`src/hw/rtl/assert_macros.svh`:
```
// ----------------------------------------------------------------------------
// Assertion macros
// Concurrent assertion wrappers; empty when SYNTHESIS is defined.
// ----------------------------------------------------------------------------
`ifndef ASSERT_MACROS_SVH
`define ASSERT_MACROS_SVH

`ifndef SYNTHESIS
// Clocked property, switched off while reset is high
`define ASSERT_DIS(lbl, clk, rst, prop, msg) \
   lbl: assert property (@(posedge clk) disable iff (rst) prop) else $error(msg);
// Clocked property, checked on every edge
`define ASSERT_ALWAYS(lbl, clk, prop, msg) \
   lbl: assert property (@(posedge clk) prop) else $error(msg);
`else
`define ASSERT_DIS(lbl, clk, rst, prop, msg)
`define ASSERT_ALWAYS(lbl, clk, prop, msg)
`endif

`endif

```
`src/hw/rtl/blstk_pkg.sv`:
```
// ----------------------------------------------------------------------------
// blstk_pkg
// Shared constants, codes and handshake structs of the bounded LIFO stack.
// ----------------------------------------------------------------------------
`timescale 1ns / 1ps
`default_nettype none

package blstk_pkg;

   localparam int DEPTH  = 8;
   localparam int WORD_W = 32;
   localparam int CNT_W  = $clog2(DEPTH + 1);
   localparam int IDX_W  = (DEPTH > 1) ? $clog2(DEPTH) : 1;

   typedef enum logic [2:0] {
      MODE_PUSH = 3'd0,
      MODE_POP  = 3'd1,
      MODE_PEEK = 3'd2,
      MODE_LIST = 3'd3,
      MODE_MAX  = 3'd4,
      MODE_EVEN = 3'd5,
      MODE_ODD  = 3'd6,
      MODE_RSVD = 3'd7
   } mode_type;

   typedef enum logic [1:0] {
      STAT_OK    = 2'd0,
      STAT_EMPTY = 2'd1,
      STAT_FULL  = 2'd2,
      STAT_NONE  = 2'd3
   } status_type;

   typedef enum logic {
      CTL_IDLE = 1'b0,
      CTL_RUN  = 1'b1
   } ctl_state_type;

   // controller -> datapath
   typedef struct packed {
      logic load;   // capture a new transaction
      logic step;   // perform one step of the held operation
   } cmd_type;

   // datapath -> controller
   typedef struct packed {
      logic slot_free;   // output register can take a result this cycle
      logic done;        // current step finishes the operation
   } stat_type;

endpackage

`default_nettype wire

```
`src/hw/rtl/blstk_ctrl.sv`:
```
// ----------------------------------------------------------------------------
// blstk_ctrl
// Controller: accepts one transaction, then steps the datapath until done.
// ----------------------------------------------------------------------------
`timescale 1ns / 1ps
`default_nettype none

module blstk_ctrl (
   input  logic                clock,
   input  logic                reset,
   input  logic                req_valid,
   output logic                req_ready,
   input  blstk_pkg::stat_type stat,
   output blstk_pkg::cmd_type  cmd
);
   import blstk_pkg::*;

   ctl_state_type state_ff;
   ctl_state_type state_in;

   always_ff @(posedge clock) begin
      if (reset) begin
         state_ff <= CTL_IDLE;
      end else begin
         state_ff <= state_in;
      end
   end

   always_comb begin
      state_in  = state_ff;
      req_ready = 1'b0;
      cmd.load  = 1'b0;
      cmd.step  = 1'b0;
      case (state_ff)
         CTL_IDLE: begin
            // hold off the input while reset is high
            req_ready = !reset;
            cmd.load  = req_valid && !reset;
            if (req_valid) begin
               state_in = CTL_RUN;
            end
         end
         CTL_RUN: begin
            // advance only when the output register can take a result
            cmd.step = stat.slot_free;
            if (stat.slot_free && stat.done) begin
               state_in = CTL_IDLE;
            end
         end
         default: begin
            state_in = CTL_IDLE;
         end
      endcase
   end

endmodule

`default_nettype wire

```
`src/hw/rtl/blstk_dp.sv`:
```
// ----------------------------------------------------------------------------
// blstk_dp
// Datapath: entry store, fill count, scan pointer, running maximum and the
// registered result stage.
// ----------------------------------------------------------------------------
`timescale 1ns / 1ps
`default_nettype none

`include "assert_macros.svh"

module blstk_dp (
   input  logic                                clock,
   input  logic                                reset,
   input  blstk_pkg::cmd_type                  cmd,
   output blstk_pkg::stat_type                 stat,
   input  logic [2:0]                          req_mode,
   input  logic signed [blstk_pkg::WORD_W-1:0] req_value,
   output logic                                rsp_valid,
   input  logic                                rsp_ready,
   output logic [1:0]                          rsp_status,
   output logic signed [blstk_pkg::WORD_W-1:0] rsp_data,
   output logic [blstk_pkg::CNT_W-1:0]         rsp_count,
   output logic [blstk_pkg::CNT_W-1:0]         rsp_free_space,
   output logic                                rsp_last
);
   import blstk_pkg::*;

   logic signed [WORD_W-1:0] store_ff [DEPTH];
   logic [CNT_W-1:0]         fill_ff;
   logic [CNT_W-1:0]         fill_in;
   logic [IDX_W-1:0]         idx_ff;
   logic [IDX_W-1:0]         idx_in;
   logic signed [WORD_W-1:0] best_ff;
   logic signed [WORD_W-1:0] best_in;
   mode_type                 mode_ff;
   logic signed [WORD_W-1:0] value_ff;

   logic                     rsp_valid_ff;
   status_type               rsp_status_ff;
   logic signed [WORD_W-1:0] rsp_data_ff;
   logic [CNT_W-1:0]         rsp_count_ff;
   logic [CNT_W-1:0]         rsp_free_ff;
   logic                     rsp_last_ff;

   logic [IDX_W-1:0]         top_idx;
   logic signed [WORD_W-1:0] cur_word;
   logic signed [WORD_W-1:0] top_word;
   logic                     want_odd;
   logic [DEPTH-1:0]         match_vec;
   logic [DEPTH-1:0]         later_vec;
   logic                     any_match;
   logic                     later_match;
   logic                     at_end;
   logic                     wr_en;
   logic                     emit;
   logic                     done_c;
   status_type               st_c;
   logic signed [WORD_W-1:0] data_c;
   logic                     last_c;

   // scan support: match of each held entry and which entries lie above the pointer
   always_comb begin
      top_idx  = IDX_W'(fill_ff - CNT_W'(1));
      cur_word = store_ff[idx_ff];
      top_word = store_ff[top_idx];
      want_odd = (mode_ff == MODE_ODD);
      for (int j = 0; j < DEPTH; j++) begin
         match_vec[j] = (CNT_W'(j) < fill_ff) && (store_ff[j][0] == want_odd);
         later_vec[j] = (IDX_W'(j) > idx_ff);
      end
      any_match   = |match_vec;
      later_match = |(match_vec & later_vec);
      at_end      = (idx_ff == top_idx);
   end

   always_comb begin
      emit    = 1'b0;
      done_c  = 1'b1;
      st_c    = STAT_OK;
      data_c  = '0;
      last_c  = 1'b1;
      fill_in = fill_ff;
      wr_en   = 1'b0;
      best_in = best_ff;
      idx_in  = IDX_W'(idx_ff + IDX_W'(1));
      case (mode_ff)
         MODE_PUSH: begin
            emit = 1'b1;
            if (fill_ff == CNT_W'(DEPTH)) begin
               st_c = STAT_FULL;
            end else begin
               wr_en   = 1'b1;
               fill_in = CNT_W'(fill_ff + CNT_W'(1));
            end
         end
         MODE_RSVD: begin
            emit = 1'b1;
         end
         default: begin
            if (fill_ff == '0) begin
               emit = 1'b1;
               st_c = STAT_EMPTY;
            end else begin
               case (mode_ff)
                  MODE_POP: begin
                     emit    = 1'b1;
                     data_c  = top_word;
                     fill_in = CNT_W'(fill_ff - CNT_W'(1));
                  end
                  MODE_PEEK: begin
                     emit   = 1'b1;
                     data_c = top_word;
                  end
                  MODE_LIST: begin
                     emit   = 1'b1;
                     data_c = cur_word;
                     last_c = at_end;
                     done_c = at_end;
                  end
                  MODE_MAX: begin
                     if ((idx_ff == '0) || (cur_word > best_ff)) begin
                        best_in = cur_word;
                     end
                     emit   = at_end;
                     data_c = best_in;
                     done_c = at_end;
                  end
                  MODE_EVEN, MODE_ODD: begin
                     if (!any_match) begin
                        emit = 1'b1;
                        st_c = STAT_NONE;
                     end else begin
                        // last flag: no matching entry left above the pointer
                        emit   = match_vec[idx_ff];
                        data_c = cur_word;
                        last_c = !later_match;
                        done_c = match_vec[idx_ff] && !later_match;
                     end
                  end
                  default: begin
                     emit = 1'b1;
                  end
               endcase
            end
         end
      endcase
   end

   // control state
   always_ff @(posedge clock) begin
      if (reset) begin
         fill_ff      <= '0;
         rsp_valid_ff <= 1'b0;
      end else begin
         if (cmd.step) begin
            fill_ff <= fill_in;
         end
         if (cmd.step && emit) begin
            rsp_valid_ff <= 1'b1;
         end else if (rsp_ready) begin
            rsp_valid_ff <= 1'b0;
         end
      end
   end

   // payload
   always_ff @(posedge clock) begin
      if (cmd.load) begin
         mode_ff  <= mode_type'(req_mode);
         value_ff <= req_value;
         idx_ff   <= '0;
      end else if (cmd.step) begin
         idx_ff  <= idx_in;
         best_ff <= best_in;
      end
      if (cmd.step && wr_en) begin
         store_ff[fill_ff[IDX_W-1:0]] <= value_ff;
      end
      if (cmd.step && emit) begin
         rsp_status_ff <= st_c;
         rsp_data_ff   <= data_c;
         rsp_count_ff  <= fill_in;
         rsp_free_ff   <= CNT_W'(CNT_W'(DEPTH) - fill_in);
         rsp_last_ff   <= last_c;
      end
   end

   assign stat.slot_free = !rsp_valid_ff || rsp_ready;
   assign stat.done      = done_c;

   assign rsp_valid      = rsp_valid_ff;
   assign rsp_status     = rsp_status_ff;
   assign rsp_data       = rsp_data_ff;
   assign rsp_count      = rsp_count_ff;
   assign rsp_free_space = rsp_free_ff;
   assign rsp_last       = rsp_last_ff;

   `ASSERT_DIS(a_fill_bound, clock, reset, fill_ff <= CNT_W'(DEPTH), "fill count above depth")
   `ASSERT_DIS(a_count_sum, clock, reset, rsp_valid_ff |-> (CNT_W'(rsp_count_ff + rsp_free_ff) == CNT_W'(DEPTH)), "count and free space disagree")
   `ASSERT_DIS(a_pop_drop, clock, reset, (cmd.step && mode_ff == MODE_POP && fill_ff != '0) |=> (fill_ff == CNT_W'($past(fill_ff) - CNT_W'(1))), "pop did not drop one entry")

endmodule

`default_nettype wire

```
`src/hw/rtl/bounded_lifo_stack_with_scans.sv`:
```
// The first step runs once the controller is in its run state and the result register is
// free; push, pop, peek and the empty, full and none-found cases give their single result
// from that step. Scans step one entry per cycle: listing and maximum visit every held entry,
// the odd/even listings stop at the last match; a stalled result output holds the scan pointer.
// Throughput: one transaction at a time; the next is accepted on the cycle after the last step.
// Reset (synchronous, active high) empties the stack and drops any pending result; entries stay.
// ----------------------------------------------------------------------------
// bounded_lifo_stack_with_scans
// Eight-deep stack of signed words with push, pop, peek, listing, maximum and odd/even scans.
// ----------------------------------------------------------------------------
`timescale 1ns / 1ps
`default_nettype none

module bounded_lifo_stack_with_scans (
   input  logic                                clock,
   input  logic                                reset,
   input  logic                                req_valid,
   output logic                                req_ready,
   input  logic [2:0]                          req_mode,
   input  logic signed [blstk_pkg::WORD_W-1:0] req_value,
   output logic                                rsp_valid,
   input  logic                                rsp_ready,
   output logic [1:0]                          rsp_status,
   output logic signed [blstk_pkg::WORD_W-1:0] rsp_data,
   output logic [blstk_pkg::CNT_W-1:0]         rsp_count,
   output logic [blstk_pkg::CNT_W-1:0]         rsp_free_space,
   output logic                                rsp_last
);
   import blstk_pkg::*;

   cmd_type  cmd;
   stat_type stat;

   blstk_ctrl u_ctrl (
      .clock     (clock),
      .reset     (reset),
      .req_valid (req_valid),
      .req_ready (req_ready),
      .stat      (stat),
      .cmd       (cmd)
   );

   blstk_dp u_dp (
      .clock          (clock),
      .reset          (reset),
      .cmd            (cmd),
      .stat           (stat),
      .req_mode       (req_mode),
      .req_value      (req_value),
      .rsp_valid      (rsp_valid),
      .rsp_ready      (rsp_ready),
      .rsp_status     (rsp_status),
      .rsp_data       (rsp_data),
      .rsp_count      (rsp_count),
      .rsp_free_space (rsp_free_space),
      .rsp_last       (rsp_last)
   );

endmodule

`default_nettype wire
```
`config.mk`:
```
export PLATFORM = sky130hd
export DESIGN_NAME = bounded_lifo_stack_with_scans
export DESIGN_NICKNAME = d
export VERILOG_FILES = /design/src/hw/rtl/blstk_pkg.sv /design/src/hw/rtl/blstk_ctrl.sv /design/src/hw/rtl/blstk_dp.sv /design/src/hw/rtl/bounded_lifo_stack_with_scans.sv
export VERILOG_INCLUDE_DIRS = /design/src /design/src/hw/rtl
export SDC_FILE = /design/constraint.sdc
export NUM_CORES = 1
export LEC_CHECK = 0
export BUFFER_PORTS_ARGS = -buffer_cell sky130_fd_sc_hd__buf_2
export CAP_MARGIN = 20
export CORE_ASPECT_RATIO = 1.75
export CORE_MARGIN = 2
export CORE_UTILIZATION = 42
export CTS_CLUSTER_DIAMETER = 30
export DETAILED_ROUTE_END_ITERATION = 10
export PLACE_DENSITY = 0.55
export SLEW_MARGIN = 15
export SYNTH_ARGS = -nofsm -noshare
export SYNTH_HDL_FRONTEND = slang
export SYNTH_HIERARCHICAL = 1
export SYNTH_SLANG_ARGS = --single-unit
```
`constraint.sdc`:
```
create_clock -name clock -period 8.05 [get_ports clock]
set_input_delay 1.2075 -clock clock [delete_from_list [all_inputs] [get_ports clock]]
set_output_delay 1.2075 -clock clock [all_outputs]
set_load 0.005 [all_outputs]
```
==> qor.log <==
INFO  synthesis      synth-seq-area-share=58.5%
INFO  hold_path      hold-path-endpoint=u_ctrl/state_ff$_SDFF_PP0_
INFO  setup_path     worst-path-max-fanout=40
INFO  status         outcome=completed
INFO  global_route   grt_use_total=23.4%
INFO  sta            timing_max_transition_violations_final=0
INFO  synthesis      ys_ff_latch=377
INFO  setup_path     crit_arrival=5.67ns
INFO  floorplanning  die-area=0.0474sqmm
INFO  sta            finalSetupViolCount=0
INFO  clock_tree     tritoncts=built
INFO  synthesis      number_of_warnings_issued_by_yosys=6
INFO  detailed_routing remaining_drc_errors=0
INFO  synthesis      synth.distinct_cells=66
INFO  floorplanning  chipHeight=286um
INFO  sta            grt_setup_unrepaired=no
INFO  clock_tree     cts_buffers=68
INFO  global_route   top_usage_layer=met2
INFO  cells_and_area layout-drive-gt1-share=27.5%
INFO  synthesis      mappedNetlistArea=0.0191sqmm
INFO  detailed_routing drt-wirelength-per-cell=26.1um
INFO  floorplanning  placeableCoreArea=0.0451sqmm
INFO  setup_path     kind_of_start_point_of_the_critical_path=flop
INFO  global_route   global_route.overflow_total=0
INFO  clock_tree     clk_latency=0.58ns
INFO  power          p_int=4910uW
INFO  cells_and_area antenna_cells=0
INFO  cells_and_area fin_nets=1,505
INFO  floorplanning  die_w=165um
INFO  detailed_routing antenna_violating_nets_post_route=0
INFO  detailed_routing num_vias=12,451
INFO  placed_design  place.detailed.hpwl=31,500um
INFO  power          p_sw_share=30.3%
INFO  global_route   grt_util_met3=3.79%
INFO  floorplanning  initial_utilization=42.4%
INFO  sta            fin_setup_tns=0ns
INFO  sta            hold_viol=0
INFO  setup_path     r2r_slack=2.80ns
INFO  cells_and_area layout.filler_cells=3,902
INFO  setup_path     worst-endpoint-required=8.47ns
INFO  placed_design  post_dp_cell_area=0.0201sqmm
INFO  synthesis      synthCells=1,347
INFO  setup_path     end_kind=flop
INFO  global_route   pin_count_of_the_biggest_net_entering_global_routing=41
INFO  synthesis      ys_async_sr_fraction=0%
INFO  synthesis      post_synth_top_area_cell=sky130_fd_sc_hd__edfxtp_1
INFO  synthesis      netlist.area_leader.share=57.3%
INFO  setup_path     worstReg2RegEnd=u_dp/rsp_data[1]$_SDFFCE_PP0P_
INFO  global_route   first_global_vias=12,944
INFO  sta            max_freq=191MHz
INFO  setup_path     worst_reg2reg_path_length_in_cells=13
INFO  sta            final.min_clock_period=5.25ns
INFO  hold_path      worst_hold_path_type=flop to flop
INFO  clock_tree     cts.clk_slew.worst_paths=0.05ns
INFO  synthesis      synthTopCellsByArea=sky130_fd_sc_hd__edfxtp_1, sky130_fd_sc_hd__mux4_2, sky130_fd_sc_hd__ha_1
INFO  clock_tree     holdBufCountCts=0
INFO  setup_path     setup.worst_path.class=flop to flop
INFO  global_route   wire_length_of_the_first_global_routing_pass=80,700um
INFO  sta            timing.slew.headroom=32.9%
INFO  sta            worstMarginPinSlew=1.00ns
INFO  run            max_cap_viol_count=0
INFO  global_route   global_route.usage.met2=41.5%
INFO  cells_and_area area_growth=17.4%
INFO  floorplanning  core.rowCount=103
INFO  detailed_routing routed_via_density=6.06
INFO  clock_tree     cts.sinks=377
INFO  sta            min_period_over_period=65.2%
INFO  detailed_routing wl=53,700um
INFO  clock_tree     cts_resized=0
INFO  power          sequentialPowerShare=34.2%
INFO  synthesis      synth_edf_count=365
INFO  clock_tree     post-cts-setup-buffers=0
INFO  hold_path      worstHoldPathCells=2
INFO  sta            skew=0.0273ns
INFO  detailed_routing dr.pass1.iters=5
INFO  clock_tree     root_buffer=sky130_fd_sc_hd__clkbuf_16
INFO  clock_tree     htree_levels=3
INFO  placed_design  gp_routability_congestion=0.888
INFO  detailed_routing drt_iter0_markers=1,003
INFO  placed_design  port_buffers=83
INFO  power          vdd.ir_drop.worst=151uV
INFO  hold_path      worst_hold_startpoint=u_ctrl/state_ff$_SDFF_PP0_
INFO  clock_tree     ctsLongestPathBuffers=3
INFO  global_route   groute.layer.met1.usage=26.7%
INFO  cells_and_area final_area=0.0225sqmm
INFO  synthesis      synthesis.area_per_instance=14.2squm
INFO  power          cell_leakage_power=0.00781uW
INFO  power          power.density_cell_area=313mW/mm^2
INFO  power          p_sw=2140uW
INFO  floorplanning  num_io_pins=84
INFO  power          p_clk_share=41.2%
INFO  synthesis      synth_fp_nets=1,425
INFO  synthesis      synthFlopType=sky130_fd_sc_hd__edfxtp_1
INFO  global_route   grt_antenna_before_repair=0
INFO  power          comb_power_share=24.7%
==> area by class of cell <==
class                   instances  area (sq um)  share of cell area [%]
clock buffers                  78          1780                    7.93
multi-input cells             793          7300                    32.5
inverters                      76           285                    1.27
flip-flops and latches        377         11200                    49.9
clock inverters                44           549                    2.44
well taps                     577           722                    3.21
repair buffers                111           626                    2.78
==> power groups by stage <==
stage	Combinational [uW]	Clock, uW	Sequential, uW
after global routing	1900	3040	2420
after detailed placement	1750	0	2450
after CTS	1760	2960	2410
after global placement	1730	0	2450
after floorplan	1410	0	2330
final	1740	2900	2410
==> cells in the mapped netlist (all sizes together), types with 4 or more instances <==
| cell | n |
|---|---|
| edfxtp | 365 |
| ha | 39 |
| a221oi | 32 |
| buf | 51 |
| mux4 | 128 |
| a211oi | 8 |
| nand4 | 9 |
| and2 | 6 |
| o2111ai | 4 |
| a21oi | 84 |
| mux2i | 36 |
| and3b | 4 |
| clkbuf | 50 |
| nand2b | 5 |
| nand3 | 47 |
| o21ai | 48 |
| inv | 76 |
| xor2 | 6 |
| xnor2 | 11 |
| o211ai | 43 |
| nor3 | 11 |
| and3 | 35 |
| nand2 | 87 |
| dfxtp | 12 |
| nor2b | 8 |
| nor2 | 102 |
==> placed cells by master, fill, tap and decap left out, types with 38 or more instances in the layout <==
| master | count |
|---|---|
| sky130_fd_sc_hd__mux4_2 | 128 |
| sky130_fd_sc_hd__o21ai_0 | 47 |
| sky130_fd_sc_hd__edfxtp_1 | 365 |
| sky130_fd_sc_hd__inv_1 | 76 |
| sky130_fd_sc_hd__a21oi_1 | 57 |
| sky130_fd_sc_hd__buf_2 | 83 |
| sky130_fd_sc_hd__nor2_1 | 94 |
| sky130_fd_sc_hd__o211ai_1 | 43 |
| sky130_fd_sc_hd__ha_1 | 38 |
| sky130_fd_sc_hd__nand3_1 | 47 |
| sky130_fd_sc_hd__nand2_1 | 87 |
| sky130_fd_sc_hd__clkbuf_16 | 70 |
==> routing by layer <==
metal	vias to the layer above	routed length (um)
li1	5466	-
met1	6331	19500
met2	507	28200
met3	147	3000
met4	0	2960
met5	-	0
==> state kept, by name, indices dropped and copies added (netlist names), named ones only <==
signal,flops
u_dp/store_ff,256
u_dp/best_ff,32
u_dp/rsp_data,32
u_dp/value_ff,32
u_dp/fill_ff,4
u_dp/rsp_count,4
u_dp/idx_ff,3
u_dp/mode_ff,3
u_dp/rsp_free_space,3
u_dp/rsp_status,2
u_ctrl/state_ff,1
u_dp/rsp_last,1
u_dp/rsp_valid,1
==> through the flow <==
stage          utilization [%]  setup slack (ns)  cells  total power (uW)  hold slack, ns
3_3_place_gp              44.7              2.81   1934              4180           0.567
6_report                  49.8              2.80   2056              7040           0.573
2_1_floorplan                -              3.07   1347              3740           0.512
4_1_cts                   49.8              2.72   2056              7120           0.575
3_5_place_dp              44.7              2.74   1934              4200           0.563
5_1_grt                   49.8              2.42   2056              7360           0.594
==> cell families (layout without fill, tap and decap cells) <==
logic type / count (synthesis) / after routing / share of synthesized area (%)
flip-flops: 377 / 377 / 58.5
AND/OR/NAND/NOR: 326 / 326 / 8.04
adder cells (fa/ha/maj): 39 / 39 / 2.55
AO/OA/AOI/OAI: 246 / 246 / 9.01
multiplexers: 165 / 165 / 17.0
buffers and inverters: 177 / 309 / 4.12
XOR/XNOR: 17 / 17 / 0.778
==> worst max-delay path, cell delays in order (launching register included) <==
cell	delay [ns]
sky130_fd_sc_hd__dfxtp_2	0.85
sky130_fd_sc_hd__buf_4	0.68
sky130_fd_sc_hd__mux4_2	0.40
sky130_fd_sc_hd__mux2i_1	0.34
sky130_fd_sc_hd__inv_1	0.11
sky130_fd_sc_hd__ha_1	0.31
sky130_fd_sc_hd__a21oi_1	0.06
sky130_fd_sc_hd__o21ai_0	0.29
sky130_fd_sc_hd__a2111oi_0	0.13
sky130_fd_sc_hd__a311o_1	0.47
sky130_fd_sc_hd__a2111oi_4	0.71
sky130_fd_sc_hd__buf_4	0.43
sky130_fd_sc_hd__o211ai_1	0.15
sky130_fd_sc_hd__nand3_1	0.13
==> how the worst max path moves through the flow <==
stage                            startpoint                               to  slack [ns]  cells after the start
2_1_floorplan  u_dp/fill_ff[0]$_SDFFE_PP0P_      u_dp/rsp_count[0]$_DFFE_PP_        3.07                     12
3_3_place_gp                           flop  u_dp/rsp_data[18]$_SDFFCE_PP0P_        2.81                     13
3_5_place_dp                           flop  u_dp/rsp_data[23]$_SDFFCE_PP0P_        2.74                     13
4_1_cts                                flop  u_dp/rsp_data[23]$_SDFFCE_PP0P_        2.72                     13
5_1_grt                                flop  u_dp/rsp_data[23]$_SDFFCE_PP0P_        2.42                     13
6_report                               flop   u_dp/rsp_data[1]$_SDFFCE_PP0P_        2.80                     13
Note: power is estimated with default switching activity, not from simulation.
